**config.mk**
```make
export PLATFORM = sky130hd
export DESIGN_NAME = brainfuck_token_folder_unit
export DESIGN_NICKNAME = d
export VERILOG_FILES = /design/src/rtl/core/bftf_pkg.sv /design/src/rtl/core/bftf_stack_mem.sv /design/src/rtl/core/bftf_decode.sv /design/src/rtl/core/bftf_out_stage.sv /design/src/rtl/core/brainfuck_token_folder_unit.sv
export VERILOG_INCLUDE_DIRS = /design/src /design/src/rtl/core
export SDC_FILE = /design/constraint.sdc
export NUM_CORES = 1
export LEC_CHECK = 0
export ABC_AREA = 0
export BUFFER_PORTS_ARGS = -buffer_cell sky130_fd_sc_hd__buf_2
export CAP_MARGIN = 30
export CORE_MARGIN = 5
export CORE_UTILIZATION = 50
export CTS_CLUSTER_SIZE = 14
export DETAILED_ROUTE_END_ITERATION = 6
export HOLD_SLACK_MARGIN = 0.03
export PLACE_DENSITY = 0.67
export SKIP_CTS_REPAIR_TIMING = 1
export SYNTH_ARGS = -nofsm -noshare
export SYNTH_HDL_FRONTEND = slang
export SYNTH_SLANG_ARGS = --single-unit
export TNS_END_PERCENT = 30
```
**constraint.sdc**
```tcl
create_clock -name aclk -period 6.6 [get_ports aclk]
set_input_delay 0.99 -clock aclk [delete_from_list [all_inputs] [get_ports aclk]]
set_output_delay 0.99 -clock aclk [all_outputs]
set_load 0.01 [all_outputs]
```
**src/rtl/core/assert_macros.svh**
```systemverilog
// Assertion helpers shared by the token folder modules.
`ifndef ASSERT_MACROS_SVH
`define ASSERT_MACROS_SVH

// Check that a condition holds at every clock edge out of reset.
`define ASSERT_ALWAYS(lbl, clk, rst_n, cond, msg) \
    lbl: assert property (@(posedge clk) disable iff (!(rst_n)) (cond)) \
        else $error(msg);

// Check that a consequent holds in the same cycle as its antecedent.
`define ASSERT_IMPLIES(lbl, clk, rst_n, ante, cons, msg) \
    lbl: assert property (@(posedge clk) disable iff (!(rst_n)) (ante) |-> (cons)) \
        else $error(msg);

`endif

```
**src/rtl/core/bftf_pkg.sv**
```systemverilog
package bftf_pkg;

    localparam int STACK_DEPTH_DEF = 64;
    localparam int COUNT_WIDTH_DEF = 16;
    localparam int LABEL_WIDTH_DEF = 16;

    localparam logic [7:0] CH_RIGHT = 8'h3E;  // >
    localparam logic [7:0] CH_LEFT  = 8'h3C;  // <
    localparam logic [7:0] CH_INC   = 8'h2B;  // +
    localparam logic [7:0] CH_DEC   = 8'h2D;  // -
    localparam logic [7:0] CH_OUT   = 8'h2E;  // .
    localparam logic [7:0] CH_IN    = 8'h2C;  // ,
    localparam logic [7:0] CH_OPEN  = 8'h5B;  // [
    localparam logic [7:0] CH_CLOSE = 8'h5D;  // ]

    typedef enum logic [2:0] {
        OP_RIGHT = 3'd0,
        OP_LEFT  = 3'd1,
        OP_INC   = 3'd2,
        OP_DEC   = 3'd3,
        OP_OUT   = 3'd4,
        OP_IN    = 3'd5,
        OP_OPEN  = 3'd6,
        OP_CLOSE = 3'd7
    } op_t;

    typedef enum logic [1:0] {
        ERR_NONE      = 2'd0,
        ERR_UNMATCHED = 2'd1,
        ERR_TOO_DEEP  = 2'd2,
        ERR_NO_IDS    = 2'd3
    } err_t;

    // Token slots of one item: slot a is a released run, slot b the item's
    // own token or the flushed run.
    typedef struct packed {
        logic a_valid;
        op_t  a_op;
        logic b_valid;
        op_t  b_op;
        err_t b_err;
        logic b_pop;
    } tok_ctrl_t;

endpackage

```
**src/rtl/core/bftf_stack_mem.sv**
```systemverilog
module bftf_stack_mem #(
    parameter int DEPTH = bftf_pkg::STACK_DEPTH_DEF,
    parameter int WIDTH = bftf_pkg::LABEL_WIDTH_DEF
) (
    input  logic                     aclk,
    input  logic                     wr_en,
    input  logic [$clog2(DEPTH)-1:0] wr_addr,
    input  logic [WIDTH-1:0]         wr_data,
    input  logic                     rd_en,
    input  logic [$clog2(DEPTH)-1:0] rd_addr,
    output logic [WIDTH-1:0]         rd_data
);

    logic [WIDTH-1:0] mem [DEPTH];
    logic [WIDTH-1:0] rd_data_reg;

    always_ff @(posedge aclk) begin
        if (wr_en) begin
            mem[wr_addr] <= wr_data;
        end
    end

    // Hold read data until the next read.
    always_ff @(posedge aclk) begin
        if (rd_en) begin
            rd_data_reg <= mem[rd_addr];
        end
    end

    assign rd_data = rd_data_reg;

endmodule

```
**src/rtl/core/bftf_decode.sv**
```systemverilog
`include "assert_macros.svh"

module bftf_decode #(
    parameter int STACK_DEPTH = bftf_pkg::STACK_DEPTH_DEF,
    parameter int COUNT_WIDTH = bftf_pkg::COUNT_WIDTH_DEF,
    parameter int LABEL_WIDTH = bftf_pkg::LABEL_WIDTH_DEF
) (
    input  logic                           aclk,
    input  logic                           aresetn,
    input  logic                           accept,
    input  logic [7:0]                     symbol,
    input  logic                           end_of_program,
    output bftf_pkg::tok_ctrl_t            tok,
    output logic [COUNT_WIDTH-1:0]         a_count,
    output logic [COUNT_WIDTH-1:0]         b_count,
    output logic [LABEL_WIDTH-1:0]         b_label,
    output logic                           mem_wr_en,
    output logic [$clog2(STACK_DEPTH)-1:0] mem_wr_addr,
    output logic [LABEL_WIDTH-1:0]         mem_wr_data,
    output logic                           mem_rd_en,
    output logic [$clog2(STACK_DEPTH)-1:0] mem_rd_addr
);

    localparam int AW  = $clog2(STACK_DEPTH);
    localparam int LVW = $clog2(STACK_DEPTH + 1);

    logic                   held_valid_reg, held_valid_next;
    logic [1:0]             held_op_reg, held_op_next;
    logic [COUNT_WIDTH-1:0] held_count_reg, held_count_next;
    logic [LABEL_WIDTH-1:0] next_label_reg, next_label_next;
    logic [LVW-1:0]         level_reg, level_next;

    logic           is_run;
    logic [1:0]     run_op;
    logic           extend;
    logic [LVW-1:0] level_m1;

    always_ff @(posedge aclk) begin
        if (!aresetn) begin
            held_valid_reg <= 1'b0;
            held_op_reg    <= 2'd0;
            held_count_reg <= '0;
            next_label_reg <= '0;
            level_reg      <= '0;
        end else begin
            held_valid_reg <= held_valid_next;
            held_op_reg    <= held_op_next;
            held_count_reg <= held_count_next;
            next_label_reg <= next_label_next;
            level_reg      <= level_next;
        end
    end

    always_comb begin
        is_run = 1'b1;
        run_op = 2'd0;
        unique case (symbol)
            bftf_pkg::CH_RIGHT: run_op = 2'd0;
            bftf_pkg::CH_LEFT:  run_op = 2'd1;
            bftf_pkg::CH_INC:   run_op = 2'd2;
            bftf_pkg::CH_DEC:   run_op = 2'd3;
            default:            is_run = 1'b0;
        endcase
    end

    assign extend   = held_valid_reg && (held_op_reg == run_op) &&
                      (held_count_reg != {COUNT_WIDTH{1'b1}});
    assign level_m1 = level_reg - 1'b1;

    always_comb begin
        held_valid_next = held_valid_reg;
        held_op_next    = held_op_reg;
        held_count_next = held_count_reg;
        next_label_next = next_label_reg;
        level_next      = level_reg;

        tok.a_valid = 1'b0;
        tok.a_op    = bftf_pkg::op_t'({1'b0, held_op_reg});
        tok.b_valid = 1'b0;
        tok.b_op    = bftf_pkg::OP_OUT;
        tok.b_err   = bftf_pkg::ERR_NONE;
        tok.b_pop   = 1'b0;
        a_count     = held_count_reg;
        b_count     = COUNT_WIDTH'(1);
        b_label     = '0;

        mem_wr_en   = 1'b0;
        mem_wr_addr = level_reg[AW-1:0];
        mem_wr_data = next_label_reg;
        mem_rd_en   = 1'b0;
        mem_rd_addr = level_m1[AW-1:0];

        if (is_run) begin
            if (extend) begin
                held_count_next = held_count_reg + 1'b1;
            end else begin
                // Release the held run and start a fresh one.
                tok.a_valid     = held_valid_reg;
                held_valid_next = 1'b1;
                held_op_next    = run_op;
                held_count_next = COUNT_WIDTH'(1);
            end
            if (end_of_program) begin
                tok.b_valid     = 1'b1;
                tok.b_op        = bftf_pkg::op_t'({1'b0, run_op});
                b_count         = held_count_next;
                held_valid_next = 1'b0;
                held_op_next    = 2'd0;
                held_count_next = '0;
            end
        end else begin
            tok.a_valid     = held_valid_reg;
            held_valid_next = 1'b0;
            held_op_next    = 2'd0;
            held_count_next = '0;
            priority case (symbol)
                bftf_pkg::CH_OUT: begin
                    tok.b_valid = 1'b1;
                    tok.b_op    = bftf_pkg::OP_OUT;
                end
                bftf_pkg::CH_IN: begin
                    tok.b_valid = 1'b1;
                    tok.b_op    = bftf_pkg::OP_IN;
                end
                bftf_pkg::CH_OPEN: begin
                    tok.b_valid = 1'b1;
                    tok.b_op    = bftf_pkg::OP_OPEN;
                    if (level_reg >= LVW'(STACK_DEPTH)) begin
                        tok.b_err = bftf_pkg::ERR_TOO_DEEP;
                    end else if (next_label_reg == {LABEL_WIDTH{1'b1}}) begin
                        tok.b_err = bftf_pkg::ERR_NO_IDS;
                    end else begin
                        b_label         = next_label_reg;
                        mem_wr_en       = accept;
                        level_next      = level_reg + 1'b1;
                        next_label_next = next_label_reg + 1'b1;
                    end
                end
                bftf_pkg::CH_CLOSE: begin
                    tok.b_valid = 1'b1;
                    tok.b_op    = bftf_pkg::OP_CLOSE;
                    if (level_reg == '0) begin
                        tok.b_err = bftf_pkg::ERR_UNMATCHED;
                    end else begin
                        // Label arrives from the stack memory next cycle.
                        tok.b_pop  = 1'b1;
                        mem_rd_en  = accept;
                        level_next = level_m1;
                    end
                end
                default: begin
                end
            endcase
        end

        if (!accept) begin
            held_valid_next = held_valid_reg;
            held_op_next    = held_op_reg;
            held_count_next = held_count_reg;
            next_label_next = next_label_reg;
            level_next      = level_reg;
        end
    end

    `ASSERT_ALWAYS(a_level_bound, aclk, aresetn, level_reg <= LVW'(STACK_DEPTH), "stack level past depth")
    `ASSERT_ALWAYS(a_no_rw_overlap, aclk, aresetn, !(mem_wr_en && mem_rd_en), "push and pop together")

endmodule

```
**src/rtl/core/bftf_out_stage.sv**
```systemverilog
`include "assert_macros.svh"

module bftf_out_stage #(
    parameter int COUNT_WIDTH = bftf_pkg::COUNT_WIDTH_DEF,
    parameter int LABEL_WIDTH = bftf_pkg::LABEL_WIDTH_DEF
) (
    input  logic                   aclk,
    input  logic                   aresetn,
    input  logic                   accept,
    output logic                   in_ready,
    input  bftf_pkg::tok_ctrl_t    tok,
    input  logic [COUNT_WIDTH-1:0] a_count,
    input  logic [COUNT_WIDTH-1:0] b_count,
    input  logic [LABEL_WIDTH-1:0] b_label,
    input  logic [LABEL_WIDTH-1:0] pop_label,
    output logic                   out_valid,
    input  logic                   out_ready,
    output logic [2:0]             out_op,
    output logic [COUNT_WIDTH-1:0] out_count,
    output logic [LABEL_WIDTH-1:0] out_label,
    output logic [1:0]             out_err,
    output logic                   out_last
);

    bftf_pkg::tok_ctrl_t    pend_reg;
    logic [COUNT_WIDTH-1:0] a_count_reg, b_count_reg;
    logic [LABEL_WIDTH-1:0] b_label_reg;

    logic                   m_valid_reg;
    logic [2:0]             m_op_reg;
    logic [COUNT_WIDTH-1:0] m_count_reg;
    logic [LABEL_WIDTH-1:0] m_label_reg;
    logic [1:0]             m_err_reg;
    logic                   m_last_reg;

    logic out_free, pend_any, emit;

    assign out_free = !m_valid_reg || out_ready;
    assign pend_any = pend_reg.a_valid || pend_reg.b_valid;
    assign emit     = pend_any && out_free;
    // Take the next item when none is pending or the last pending token leaves this cycle.
    assign in_ready = !pend_any || (emit && !(pend_reg.a_valid && pend_reg.b_valid));

    always_ff @(posedge aclk) begin
        if (!aresetn) begin
            pend_reg.a_valid <= 1'b0;
            pend_reg.b_valid <= 1'b0;
            pend_reg.b_pop   <= 1'b0;
        end else if (accept) begin
            pend_reg <= tok;
        end else if (emit) begin
            if (pend_reg.a_valid) begin
                pend_reg.a_valid <= 1'b0;
            end else begin
                pend_reg.b_valid <= 1'b0;
                pend_reg.b_pop   <= 1'b0;
            end
        end
    end

    always_ff @(posedge aclk) begin
        if (accept) begin
            a_count_reg <= a_count;
            b_count_reg <= b_count;
            b_label_reg <= b_label;
        end
    end

    always_ff @(posedge aclk) begin
        if (!aresetn) begin
            m_valid_reg <= 1'b0;
        end else if (emit) begin
            m_valid_reg <= 1'b1;
        end else if (out_ready) begin
            m_valid_reg <= 1'b0;
        end
    end

    always_ff @(posedge aclk) begin
        if (emit) begin
            if (pend_reg.a_valid) begin
                m_op_reg    <= pend_reg.a_op;
                m_count_reg <= a_count_reg;
                m_label_reg <= '0;
                m_err_reg   <= bftf_pkg::ERR_NONE;
                m_last_reg  <= !pend_reg.b_valid;
            end else begin
                m_op_reg    <= pend_reg.b_op;
                m_count_reg <= b_count_reg;
                m_label_reg <= pend_reg.b_pop ? pop_label : b_label_reg;
                m_err_reg   <= pend_reg.b_err;
                m_last_reg  <= 1'b1;
            end
        end
    end

    assign out_valid = m_valid_reg;
    assign out_op    = m_op_reg;
    assign out_count = m_count_reg;
    assign out_label = m_label_reg;
    assign out_err   = m_err_reg;
    assign out_last  = m_last_reg;

    `ASSERT_IMPLIES(a_ready_one_slot, aclk, aresetn, in_ready, !(pend_reg.a_valid && pend_reg.b_valid), "ready with two tokens pending")
    `ASSERT_IMPLIES(a_pop_in_b, aclk, aresetn, pend_reg.b_pop, pend_reg.b_valid, "pop flag without a token")

endmodule

```
**src/rtl/core/brainfuck_token_folder_unit.sv**
```systemverilog
// Run-length folding tokenizer for the eight-command tape language. Feed one
// program character per item on s_tdata; s_tlast marks the last character and
// flushes any held run. Each result item on m_* is one token: op, repeat
// count, loop label and error code, with m_tlast high on the final token that
// an item causes. Runs of > < + - fold into a single token and split at the
// all-ones count; [ pushes a fresh loop label on a stack memory of
// STACK_DEPTH entries and ] pops and reports it. Unmatched ], overflowing [
// and exhausted labels produce error tokens. Timing: the block moves one
// result item per cycle through its output register while m_tready is high,
// and takes a new item once its one-item token buffer is empty or sends its
// last token; an item that releases a run plus its own token holds the input
// until both have left. The stack memory registers a popped label as the item
// is taken, ready in the cycle after, while its token waits in the buffer.
// No clearing pass; the block takes items from the first cycle out of reset.
module brainfuck_token_folder_unit #(
    parameter int STACK_DEPTH = bftf_pkg::STACK_DEPTH_DEF,
    parameter int COUNT_WIDTH = bftf_pkg::COUNT_WIDTH_DEF,
    parameter int LABEL_WIDTH = bftf_pkg::LABEL_WIDTH_DEF
) (
    input  logic       aclk,
    input  logic       aresetn,
    // Input item channel.
    input  logic       s_tvalid,
    output logic       s_tready,
    input  logic [7:0] s_tdata,   // [7:0] symbol
    input  logic       s_tlast,   // end_of_program
    // Result item channel.
    output logic       m_tvalid,
    input  logic       m_tready,
    // op [2:0], repeat_count, loop_label, error, zero fill to whole bytes
    output logic [((COUNT_WIDTH + LABEL_WIDTH + 5 + 7) / 8) * 8 - 1:0] m_tdata,
    output logic       m_tlast    // last
);

    localparam int AW  = $clog2(STACK_DEPTH);
    localparam int TDW = ((COUNT_WIDTH + LABEL_WIDTH + 5 + 7) / 8) * 8;

    logic                accept;
    bftf_pkg::tok_ctrl_t tok;
    logic [COUNT_WIDTH-1:0] a_count, b_count;
    logic [LABEL_WIDTH-1:0] b_label;

    logic                   mem_wr_en, mem_rd_en;
    logic [AW-1:0]          mem_wr_addr, mem_rd_addr;
    logic [LABEL_WIDTH-1:0] mem_wr_data, mem_rd_data;

    logic [2:0]             out_op;
    logic [COUNT_WIDTH-1:0] out_count;
    logic [LABEL_WIDTH-1:0] out_label;
    logic [1:0]             out_err;

    // Take an item when the token buffer can hold its tokens.
    assign accept = s_tvalid && s_tready;

    // Fold runs, track labels and drive the stack memory on each item.
    bftf_decode #(
        .STACK_DEPTH(STACK_DEPTH),
        .COUNT_WIDTH(COUNT_WIDTH),
        .LABEL_WIDTH(LABEL_WIDTH)
    ) u_decode (
        .aclk          (aclk),
        .aresetn       (aresetn),
        .accept        (accept),
        .symbol        (s_tdata),
        .end_of_program(s_tlast),
        .tok           (tok),
        .a_count       (a_count),
        .b_count       (b_count),
        .b_label       (b_label),
        .mem_wr_en     (mem_wr_en),
        .mem_wr_addr   (mem_wr_addr),
        .mem_wr_data   (mem_wr_data),
        .mem_rd_en     (mem_rd_en),
        .mem_rd_addr   (mem_rd_addr)
    );

    // Loop label stack; a push and a pop never share a cycle, so a pop
    // always sees the latest push.
    bftf_stack_mem #(
        .DEPTH(STACK_DEPTH),
        .WIDTH(LABEL_WIDTH)
    ) u_stack_mem (
        .aclk   (aclk),
        .wr_en  (mem_wr_en),
        .wr_addr(mem_wr_addr),
        .wr_data(mem_wr_data),
        .rd_en  (mem_rd_en),
        .rd_addr(mem_rd_addr),
        .rd_data(mem_rd_data)
    );

    // Buffer the item's tokens and drain them through the output register.
    bftf_out_stage #(
        .COUNT_WIDTH(COUNT_WIDTH),
        .LABEL_WIDTH(LABEL_WIDTH)
    ) u_out_stage (
        .aclk     (aclk),
        .aresetn  (aresetn),
        .accept   (accept),
        .in_ready (s_tready),
        .tok      (tok),
        .a_count  (a_count),
        .b_count  (b_count),
        .b_label  (b_label),
        .pop_label(mem_rd_data),
        .out_valid(m_tvalid),
        .out_ready(m_tready),
        .out_op   (out_op),
        .out_count(out_count),
        .out_label(out_label),
        .out_err  (out_err),
        .out_last (m_tlast)
    );

    // Pack the token fields from the lowest bit up, zero filled.
    assign m_tdata = TDW'({out_err, out_label, out_count, out_op});

endmodule

```
==> impl_results.html, run 1 <==
<table>
<tr><th>Metric</th><th>Value</th></tr>
<tr><th colspan="2">Placed design</th></tr>
<tr><td>Placed wire-length estimate</td><td>62400 um</td></tr>
<tr><td>IO Port Bufs</td><td>52</td></tr>
<tr><td>Routability congestion estimate from global placement</td><td>0.857</td></tr>
<tr><td>Post-place setup slack</td><td>2.10 ns</td></tr>
<tr><th colspan="2">Layout</th></tr>
<tr><td>Flip-flop count of the largest register, all copies and words added</td><td>1024</td></tr>
<tr><td>Total of fill cells in the finished design</td><td>6770</td></tr>
<tr><td>Number of nets in the final layout</td><td>2569</td></tr>
<tr><td>Register containing the most flip-flops in the final layout</td><td>u_stack_mem.mem</td></tr>
<tr><td>Share of final-layout standard cells stronger than drive strength 1</td><td>24.6%</td></tr>
<tr><td>Relative area change from synthesis to final layout</td><td>12.5%</td></tr>
<tr><th colspan="2">GRT</th></tr>
<tr><td>Total Routing Usage GR</td><td>21.8%</td></tr>
<tr><td>Vias in the first global route</td><td>23600</td></tr>
<tr><td>Sum of overflow across all layers after global routing</td><td>0</td></tr>
<tr><td>Largest net degree at the start of global routing</td><td>108</td></tr>
<tr><td>Initial antenna violation count</td><td>10</td></tr>
<tr><td>Global-route wire length before repair</td><td>159000 um</td></tr>
<tr><th colspan="2">Timing</th></tr>
<tr><td>Headroom to the max-slew limit</td><td>32.4%</td></tr>
<tr><td>Total negative setup slack</td><td>0 ns</td></tr>
<tr><td>Period utilisation layout</td><td>68.8%</td></tr>
<tr><td>Setup clock skew after layout</td><td>0.0248 ns</td></tr>
<tr><td>Worst-margin pin slew</td><td>1.01 ns</td></tr>
<tr><td>Hold Vio Cnt, Final</td><td>0</td></tr>
<tr><td>Max Clock Freq</td><td>220 MHz</td></tr>
<tr><td>Total of endpoints with negative setup slack in the final report</td><td>0</td></tr>
<tr><td>Period minus WS final</td><td>4.54 ns</td></tr>
<tr><td>Number of max-slew violations in the final report</td><td>0</td></tr>
<tr><td>Setup repair after global routing missed its margin</td><td>no</td></tr>
<tr><td>Final worst-path setup slack</td><td>2.06 ns</td></tr>
<tr><th colspan="2">Clock network</th></tr>
<tr><td>Max clock buf depth</td><td>3</td></tr>
<tr><td>Clock transition at path regs</td><td>0.06 ns</td></tr>
<tr><td>Total number of clock tree sinks</td><td>1179</td></tr>
<tr><td>Count of H-tree levels built during CTS</td><td>3</td></tr>
<tr><td>Clock buffer count from CTS</td><td>115</td></tr>
<tr><td>Root buffer cell</td><td>sky130_fd_sc_hd__clkbuf_16</td></tr>
<tr><td>Later-pin clock latency in the skew report</td><td>0.69 ns</td></tr>
<tr><td>TritonCTS clock tree</td><td>yes</td></tr>
<tr><th colspan="2">Worst setup path</th></tr>
<tr><td>Critical Setup Path Class</td><td>reg2reg</td></tr>
<tr><td>R2R Path End</td><td>u_stack_mem.rd_data[10]$_DFFE_PP_</td></tr>
<tr><td>Crit path from</td><td>u_decode.level_reg[0]$_SDFFE_PN0P_</td></tr>
<tr><td>Startpoint of the lowest-slack register-to-register path</td><td>u_decode.level_reg[0]$_SDFFE_PN0P_</td></tr>
<tr><td>Type of destination of the critical path</td><td>flop</td></tr>
<tr><td>Number of cell instances on the worst register-to-register path</td><td>7</td></tr>
<tr><td>WP data required</td><td>6.99 ns</td></tr>
<tr><td>Arrival time at the worst endpoint</td><td>4.93 ns</td></tr>
<tr><td>Launching element type of the critical path</td><td>flop</td></tr>
<tr><td>Maximum fanout count along the critical path</td><td>48</td></tr>
<tr><td>Capture point of the worst path</td><td>u_stack_mem.rd_data[10]$_DFFE_PP_</td></tr>
<tr><td>Register-to-register setup slack</td><td>2.06 ns</td></tr>
<tr><th colspan="2">Logic synthesis</th></tr>
<tr><td>Sequential share of the synthesized area</td><td>75.6%</td></tr>
<tr><td>Largest cells by area after synthesis</td><td>sky130_fd_sc_hd__edfxtp_1, sky130_fd_sc_hd__mux4_2, sky130_fd_sc_hd__dfxtp_1</td></tr>
<tr><td>Count of state elements after synthesis</td><td>1179</td></tr>
<tr><td>Number of synthesized flops with an enable pin</td><td>1133</td></tr>
<tr><td>Mean area per synthesized cell</td><td>19.3 um2</td></tr>
<tr><td>Cell taking the most area after synthesis</td><td>sky130_fd_sc_hd__edfxtp_1</td></tr>
<tr><td>Warning count from the yosys run</td><td>0</td></tr>
<tr><td>Top-area cell type share of the netlist area</td><td>73.6%</td></tr>
<tr><td>Primary FF master, synth</td><td>sky130_fd_sc_hd__edfxtp_1</td></tr>
<tr><td>Cell area after synthesis</td><td>0.0462 mm2</td></tr>
<tr><td>Fraction of registers with async set or reset after synthesis</td><td>0%</td></tr>
<tr><td>Synthesized netlist cell count</td><td>2392</td></tr>
<tr><td>Netlist cell types</td><td>74</td></tr>
<tr><th colspan="2">Route</th></tr>
<tr><td>Via density</td><td>6.18</td></tr>
<tr><td>DRC violations left</td><td>0</td></tr>
<tr><td>Total wire length</td><td>107000 um</td></tr>
<tr><td>Total via count after detailed routing</td><td>23730</td></tr>
<tr><td>Routed wire length per instance</td><td>28.0 um</td></tr>
<tr><td>Count of nets left with antenna violations after detail routing</td><td>0</td></tr>
<tr><td>Number of optimization iterations in the first detailed-route pass</td><td>6</td></tr>
<tr><td>Drt initial violations</td><td>3216</td></tr>
<tr><th colspan="2">Floorplanning</th></tr>
<tr><td>Die height</td><td>314 um</td></tr>
<tr><td>Total I/O pin count</td><td>56</td></tr>
<tr><td>Die width</td><td>314 um</td></tr>
<tr><td>Num rows</td><td>111</td></tr>
<tr><td>Die Footprint</td><td>0.0986 mm2</td></tr>
<tr><td>Initial Util</td><td>50.4%</td></tr>
<tr><td>Core ar.</td><td>0.0917 mm2</td></tr>
<tr><th colspan="2">Hold path</th></tr>
<tr><td>Number of stages on the worst hold path</td><td>0</td></tr>
<tr><td>Hold/Removal Path Class</td><td>reg2reg</td></tr>
<tr><th colspan="2">Status</th></tr>
<tr><td>Run status</td><td>completed</td></tr>
<tr><th colspan="2">Flow run</th></tr>
<tr><td>Max-cap violations</td><td>0</td></tr>
<tr><th colspan="2">Power</th></tr>
<tr><td>Leakage power total</td><td>0.0170 uW</td></tr>
<tr><td>Power per unit of standard cell area</td><td>277 mW/mm2</td></tr>
<tr><td>VDD IR max</td><td>0.204 mV</td></tr>
</table>
[layer usage]
layer / GRT usage, % / part of all wire, % / vias to the layer above
met5: 0 / 0.065 / -
met4: 6.38 / 3.1 / 10
met3: 5.52 / 9.3 / 190
met2: 34.3 / 48 / 1132
met1: 30.7 / 40 / 12375
li1: - / - / 10023
[cells in the final DEF (no fill, tap or decap), drive strengths merged, types with 4 or more instances in the layout]
master,n
nor2,129
nand2,218
a22oi,16
a21oi,41
ha,4
mux2,18
and2,24
a41oi,8
a31oi,15
o21ai,27
nand3b,4
dfxtp,46
clkinvlp,5
buf,162
edfxtp,1133
nor3,9
o31a,4
or3,11
clkbuf,136
and3,8
a2111oi,8
nand2b,11
inv,29
o31ai,9
xor2,10
mux4,272
nand4,34
o22ai,6
a211oi,4
nor2b,17
xnor2,16
bufinv,8
a311o,8
clkinv,60
nor4,6
mux2i,22
nand3,80
[report_power, final]
part | internal (uW) | switching [uW] | total, uW
clock network | 3510 | 2730 | 6230
logic | 25.4 | 50.9 | 76.3
registers | 8090 | 3.49 | 8100
[final cells by class]
type,count,area [um2],share of cell area [%]
Clock inverter,80,612,1.18
Inverter,22,82.6,0.159
Antenna cell,3,7.51,0.0144
Multi-Input combinational cell,1071,10700,20.6
Clock buffer,136,2960,5.69
Tap cell,1186,1480,2.86
Timing Repair Buffer,163,1160,2.23
Sequential cell,1179,35000,67.3
[cell usage after synthesis, types with 14 or more instances]
cell / instances
sky130_fd_sc_hd__a31oi_1: 15
sky130_fd_sc_hd__nand3_1: 76
sky130_fd_sc_hd__nor2b_1: 17
sky130_fd_sc_hd__o21ai_0: 26
sky130_fd_sc_hd__mux2_2: 18
sky130_fd_sc_hd__a22oi_1: 16
sky130_fd_sc_hd__and2_1: 24
sky130_fd_sc_hd__xnor2_1: 14
sky130_fd_sc_hd__mux4_2: 270
sky130_fd_sc_hd__inv_1: 21
sky130_fd_sc_hd__dfxtp_1: 46
sky130_fd_sc_hd__nor2_1: 128
sky130_fd_sc_hd__buf_2: 40
sky130_fd_sc_hd__nand2_1: 217
sky130_fd_sc_hd__a21oi_1: 41
sky130_fd_sc_hd__edfxtp_1: 1133
sky130_fd_sc_hd__nand4_1: 33
sky130_fd_sc_hd__mux2i_1: 22
sky130_fd_sc_hd__clkbuf_1: 57
[worst min-delay path by stage]
stage,from,to,slack (ns)
6_report,u_decode.held_op_reg[0]$_SDFFE_PN0P_,u_out_stage.pend_reg[7]$_DFFE_PP_,0.48
5_1_grt,u_decode.held_op_reg[1]$_SDFFE_PN0P_,u_out_stage.pend_reg[8]$_DFFE_PP_,0.51
4_1_cts,u_decode.held_op_reg[0]$_SDFFE_PN0P_,u_out_stage.pend_reg[7]$_DFFE_PP_,0.48
3_5_place_dp,u_decode.held_op_reg[0]$_SDFFE_PN0P_,u_out_stage.pend_reg[7]$_DFFE_PP_,0.47
3_3_place_gp,u_decode.held_op_reg[0]$_SDFFE_PN0P_,u_out_stage.pend_reg[7]$_DFFE_PP_,0.46
2_1_floorplan,u_decode.held_op_reg[0]$_SDFFE_PN0P_,u_out_stage.pend_reg[7]$_DFFE_PP_,0.45
[cell families (layout without fill, tap and decap cells)]
logic type      after synthesis  count (layout)  synth area share, %
other cells                   1               6              0.00812
mux                         312             312                 14.2
fa+ha+maj                     5               5                0.130
simple gates                567             567                 5.79
xor+xnor                     26              26                0.550
compound gates              158             158                 2.28
flops                      1179            1179                 75.6
buf+inv                     144             401                 1.41
[worst max-delay path, cell delays in order (launching register included)]
cell and delay, ns:
sky130_fd_sc_hd__dfxtp_4 0.83, sky130_fd_sc_hd__inv_1 0.30, sky130_fd_sc_hd__ha_4 0.83, sky130_fd_sc_hd__buf_4 0.58, sky130_fd_sc_hd__mux4_2 0.44, sky130_fd_sc_hd__mux4_2 0.58
sky130_fd_sc_hd__a22oi_1 0.54, sky130_fd_sc_hd__nand2_1 0.11
[per-stage QoR]
step                      instance area [um2]  power, uW  cells  util [%]  hold WS [ns]
after detailed placement                48400       8330   3620      52.8         0.470
after CTS                               51900      14500   3836      56.7         0.485
after global routing                    52000      14800   3838      56.7         0.506
after global placement                  48200       8330   3606      52.6         0.458
after floorplan                         46200       8310   2394         -         0.450
final                                   52000      14400   3840      56.7         0.485
No activity file was read; power rests on OpenSTA's default activity.
==> run 2: changes to the inputs <==
--- a/config.mk
+++ b/config.mk
@@ -14,7 +14,7 @@
 export CTS_CLUSTER_SIZE = 14
 export DETAILED_ROUTE_END_ITERATION = 6
 export HOLD_SLACK_MARGIN = 0.03
-export PLACE_DENSITY = 0.67
+export PLACE_DENSITY = 0.69
 export SKIP_CTS_REPAIR_TIMING = 1
 export SYNTH_ARGS = -nofsm -noshare
 export SYNTH_HDL_FRONTEND = slang
==> constraint.sdc (replaced) <==
create_clock -name aclk -period 4 [get_ports aclk]
set_input_delay 0.6 -clock aclk [delete_from_list [all_inputs] [get_ports aclk]]
set_output_delay 0.6 -clock aclk [all_outputs]
set_load 0.01 [all_outputs]
==> impl_results.html, run 2 (synthesis results as in run 1) <==
<table>
<tr><th>Metric</th><th>Value</th></tr>
<tr><th colspan="2">Status</th></tr>
<tr><td>Run status</td><td>completed</td></tr>
<tr><th colspan="2">Placed design</th></tr>
<tr><td>Post-place instance area</td><td>0.0488 mm2 (+0.95%)</td></tr>
<tr><td>Post-place setup slack</td><td>0.391 ns (-1.71 ns)</td></tr>
<tr><td>IO Port Bufs</td><td>52 (unchanged)</td></tr>
<tr><td>Placed wire-length estimate</td><td>64900 um (+4.0%)</td></tr>
<tr><td>Routability congestion estimate from global placement</td><td>0.857 (about the same)</td></tr>
<tr><th colspan="2">Timing</th></tr>
<tr><td>Period minus WS final</td><td>3.63 ns (-0.917 ns)</td></tr>
<tr><td>Period utilisation layout</td><td>90.6% (+22 points)</td></tr>
<tr><td>Number of max-slew violations in the final report</td><td>0 (unchanged)</td></tr>
<tr><td>Total of endpoints with negative setup slack in the final report</td><td>0 (unchanged)</td></tr>
<tr><td>Hold Vio Cnt, Final</td><td>0 (unchanged)</td></tr>
<tr><td>Max Clock Freq</td><td>276 MHz (+25%)</td></tr>
<tr><td>Final worst-path setup slack</td><td>0.374 ns (-1.68 ns)</td></tr>
<tr><td>Setup repair after global routing missed its margin</td><td>no</td></tr>
<tr><td>Worst-margin pin slew</td><td>1.04 ns (+0.0262 ns)</td></tr>
<tr><td>Final worst hold slack</td><td>0.260 ns (-0.225 ns)</td></tr>
<tr><td>Headroom to the max-slew limit</td><td>30.7% (-1.7 points)</td></tr>
<tr><td>Total negative setup slack</td><td>0 ns (unchanged)</td></tr>
<tr><td>Setup clock skew after layout</td><td>0.0205 ns (-0.00427 ns)</td></tr>
<tr><th colspan="2">Route</th></tr>
<tr><td>Drt initial violations</td><td>3146 (-2.2%)</td></tr>
<tr><td>Via density</td><td>6.20 (+0.32%)</td></tr>
<tr><td>Total via count after detailed routing</td><td>24024 (+1.2%)</td></tr>
<tr><td>DRC violations left</td><td>0 (unchanged)</td></tr>
<tr><td>Number of optimization iterations in the first detailed-route pass</td><td>6 (unchanged)</td></tr>
<tr><td>Total wire length</td><td>108000 um (+0.92%)</td></tr>
<tr><td>Routed wire length per instance</td><td>28.0 um (about the same)</td></tr>
<tr><td>Count of nets left with antenna violations after detail routing</td><td>0 (unchanged)</td></tr>
<tr><th colspan="2">Clock network</th></tr>
<tr><td>Later-pin clock latency in the skew report</td><td>0.68 ns (about the same)</td></tr>
<tr><td>Count of H-tree levels built during CTS</td><td>3 (unchanged)</td></tr>
<tr><td>Max clock buf depth</td><td>3 (unchanged)</td></tr>
<tr><td>Root buffer cell</td><td>sky130_fd_sc_hd__clkbuf_16</td></tr>
<tr><td>Clock transition at path regs</td><td>0.06 ns (about the same)</td></tr>
<tr><td>Total number of clock tree sinks</td><td>1179 (unchanged)</td></tr>
<tr><td>Clock buffer count from CTS</td><td>114 (-0.87%)</td></tr>
<tr><td>TritonCTS clock tree</td><td>yes</td></tr>
<tr><th colspan="2">Power</th></tr>
<tr><td>VDD IR max</td><td>0.351 mV (+73%)</td></tr>
<tr><td>Fraction of power consumed by sequential logic</td><td>56.0% (-0.2 points)</td></tr>
<tr><td>Combinational fraction of design power</td><td>0.5% (about the same)</td></tr>
<tr><td>Leakage power total</td><td>0.0174 uW (+2.4%)</td></tr>
<tr><td>Internal power</td><td>19300 uW (+66%)</td></tr>
<tr><td>Switching power</td><td>4540 uW (+63%)</td></tr>
<tr><td>Power per unit of standard cell area</td><td>455 mW/mm2 (+64%)</td></tr>
<tr><td>Clock network power share</td><td>43.4% (about the same)</td></tr>
<tr><td>Switching share of power</td><td>19.0% (-0.26 points)</td></tr>
<tr><th colspan="2">Layout</th></tr>
<tr><td>Design area</td><td>0.0525 mm2 (+0.93%)</td></tr>
<tr><td>Share of final-layout standard cells stronger than drive strength 1</td><td>26.0% (+1.4 points)</td></tr>
<tr><td>Register containing the most flip-flops in the final layout</td><td>u_stack_mem.mem</td></tr>
<tr><td>Highest-count cells in the layout ignoring fill and taps</td><td>sky130_fd_sc_hd__edfxtp_1, sky130_fd_sc_hd__mux4_2, sky130_fd_sc_hd__nand2_1, sky130_fd_sc_hd__buf_4, sky130_fd_sc_hd__nor2_1</td></tr>
<tr><td>Final cell utilization of the core</td><td>57.2% (+0.53 points)</td></tr>
<tr><td>Most frequent standard cell in the layout excluding fill and tap cells</td><td>sky130_fd_sc_hd__edfxtp_1</td></tr>
<tr><td>Flip-flop count of the largest register, all copies and words added</td><td>1024 (unchanged)</td></tr>
<tr><td>Diodes inserted</td><td>0 (-3)</td></tr>
<tr><td>Total of fill cells in the finished design</td><td>6725 (-0.66%)</td></tr>
<tr><td>Number of nets in the final layout</td><td>2613 (+1.7%)</td></tr>
<tr><td>Relative area change from synthesis to final layout</td><td>13.5%</td></tr>
<tr><th colspan="2">GRT</th></tr>
<tr><td>Total Routing Usage GR</td><td>22.0% (+0.26 points)</td></tr>
<tr><td>Vias in the first global route</td><td>24145 (+2.3%)</td></tr>
<tr><td>Largest net degree at the start of global routing</td><td>71 (-34%)</td></tr>
<tr><td>Global-route wire length before repair</td><td>162000 um (+1.7%)</td></tr>
<tr><td>Sum of overflow across all layers after global routing</td><td>0 (unchanged)</td></tr>
<tr><td>Initial antenna violation count</td><td>1 (-9)</td></tr>
<tr><th colspan="2">Worst setup path</th></tr>
<tr><td>Register-to-register setup slack</td><td>0.37 ns (-1.68 ns)</td></tr>
<tr><td>Maximum fanout count along the critical path</td><td>45 (-6.3%)</td></tr>
<tr><td>WP data required</td><td>4.38 ns (-2.61 ns)</td></tr>
<tr><td>Critical Path, Cell by Cell</td><td>inv_1, ha_4, buf_12, mux4_2, mux4_1, a22oi_1, nand2_1</td></tr>
<tr><td>R2R Path End</td><td>u_stack_mem.rd_data[8]$_DFFE_PP_</td></tr>
<tr><td>Capture point of the worst path</td><td>u_stack_mem.rd_data[8]$_DFFE_PP_</td></tr>
<tr><td>Startpoint of the lowest-slack register-to-register path</td><td>u_decode.level_reg[0]$_SDFFE_PN0P_</td></tr>
<tr><td>Critical path's largest stage delay</td><td>0.64 ns (-0.19 ns)</td></tr>
<tr><td>Type of destination of the critical path</td><td>flop</td></tr>
<tr><td>Critical path's slowest cell</td><td>sky130_fd_sc_hd__dfxtp_4</td></tr>
<tr><td>Critical Setup Path Class</td><td>reg2reg</td></tr>
<tr><td>Number of cell instances on the worst register-to-register path</td><td>7 (unchanged)</td></tr>
<tr><td>Launching element type of the critical path</td><td>flop</td></tr>
<tr><td>Crit path from</td><td>u_decode.level_reg[0]$_SDFFE_PN0P_</td></tr>
<tr><td>Arrival time at the worst endpoint</td><td>4.00 ns (-0.93 ns)</td></tr>
<tr><th colspan="2">Flow run</th></tr>
<tr><td>Max-cap violations</td><td>0 (unchanged)</td></tr>
<tr><th colspan="2">Floorplanning</th></tr>
<tr><td>Initial Util</td><td>50.4% (unchanged)</td></tr>
<tr><td>Core ar.</td><td>0.0917 mm2 (unchanged)</td></tr>
<tr><td>Die Footprint</td><td>0.0986 mm2 (unchanged)</td></tr>
<tr><td>Die width</td><td>314 um (unchanged)</td></tr>
<tr><td>Num rows</td><td>111 (unchanged)</td></tr>
<tr><td>Total I/O pin count</td><td>56 (unchanged)</td></tr>
<tr><td>Die height</td><td>314 um (unchanged)</td></tr>
<tr><th colspan="2">Hold path</th></tr>
<tr><td>Hold/Removal Path Class</td><td>in2reg</td></tr>
<tr><td>Number of stages on the worst hold path</td><td>3 (+3)</td></tr>
</table>
==> run 2: area by class of cell <==
class,count,area [um2],share of cell area [%]
clock buffers,143,3060,5.83
clock inverters,66,559,1.07
inverters,22,82.6,0.157
multi-input cells,1071,10700,20.4
flip-flops and latches,1179,35000,66.7
well taps,1186,1480,2.83
repair buffers,208,1620,3.08
==> run 2: how the worst min path moves through the flow <==
stage                                                     from                                    end  slack (ns)
final                                                 m_tready  u_out_stage.pend_reg[10]$_SDFFE_PN0P_        0.26
after floorplan           u_decode.held_op_reg[0]$_SDFFE_PN0P_      u_out_stage.pend_reg[7]$_DFFE_PP_        0.45
after global placement    u_decode.held_op_reg[0]$_SDFFE_PN0P_      u_out_stage.pend_reg[7]$_DFFE_PP_        0.47
after global routing                                  m_tready  u_out_stage.pend_reg[10]$_SDFFE_PN0P_        0.25
after CTS                                             m_tready  u_out_stage.pend_reg[10]$_SDFFE_PN0P_        0.21
after detailed placement  u_decode.held_op_reg[0]$_SDFFE_PN0P_      u_out_stage.pend_reg[7]$_DFFE_PP_        0.47
==> run 2: worst max-delay path, delay by kind of cell (launching register included) <==
kind                     cells  cell delay [ns]
adder cells (fa/ha/maj)      1             0.42
flip-flops                   1             0.64
multiplexers                 2             0.96
AND/OR/NAND/NOR              1             0.22
AO/OA/AOI/OAI                1             0.50
buffers and inverters        2             0.54
==> run 2: routing by layer <==
| layer | up-vias | track usage [%] | share of wire, % |
|---|---|---|---|
| li1 | 10107 | - | - |
| met1 | 12459 | 31.4 | 39 |
| met2 | 1238 | 34.7 | 48 |
| met3 | 218 | 4.36 | 9.5 |
| met4 | 2 | 7.40 | 3.5 |
| met5 | - | 0 | 0.012 |
==> run 2: power by group through the flow <==
stage,Combinational (uW),Sequential (uW),Clock (uW)
after floorplan,82.8,13600,0
after global placement,123,13600,0
after detailed placement,127,13600,0
after CTS,128,13400,10500
after global routing,139,13400,11100
final,128,13400,10400
==> run 2: per-stage QoR <==
step | power, uW | std cells
after floorplan | 13700 | 2394
after global placement | 13700 | 3663
after detailed placement | 13700 | 3666
after CTS | 24000 | 3875
after global routing | 24600 | 3875
final | 23800 | 3875
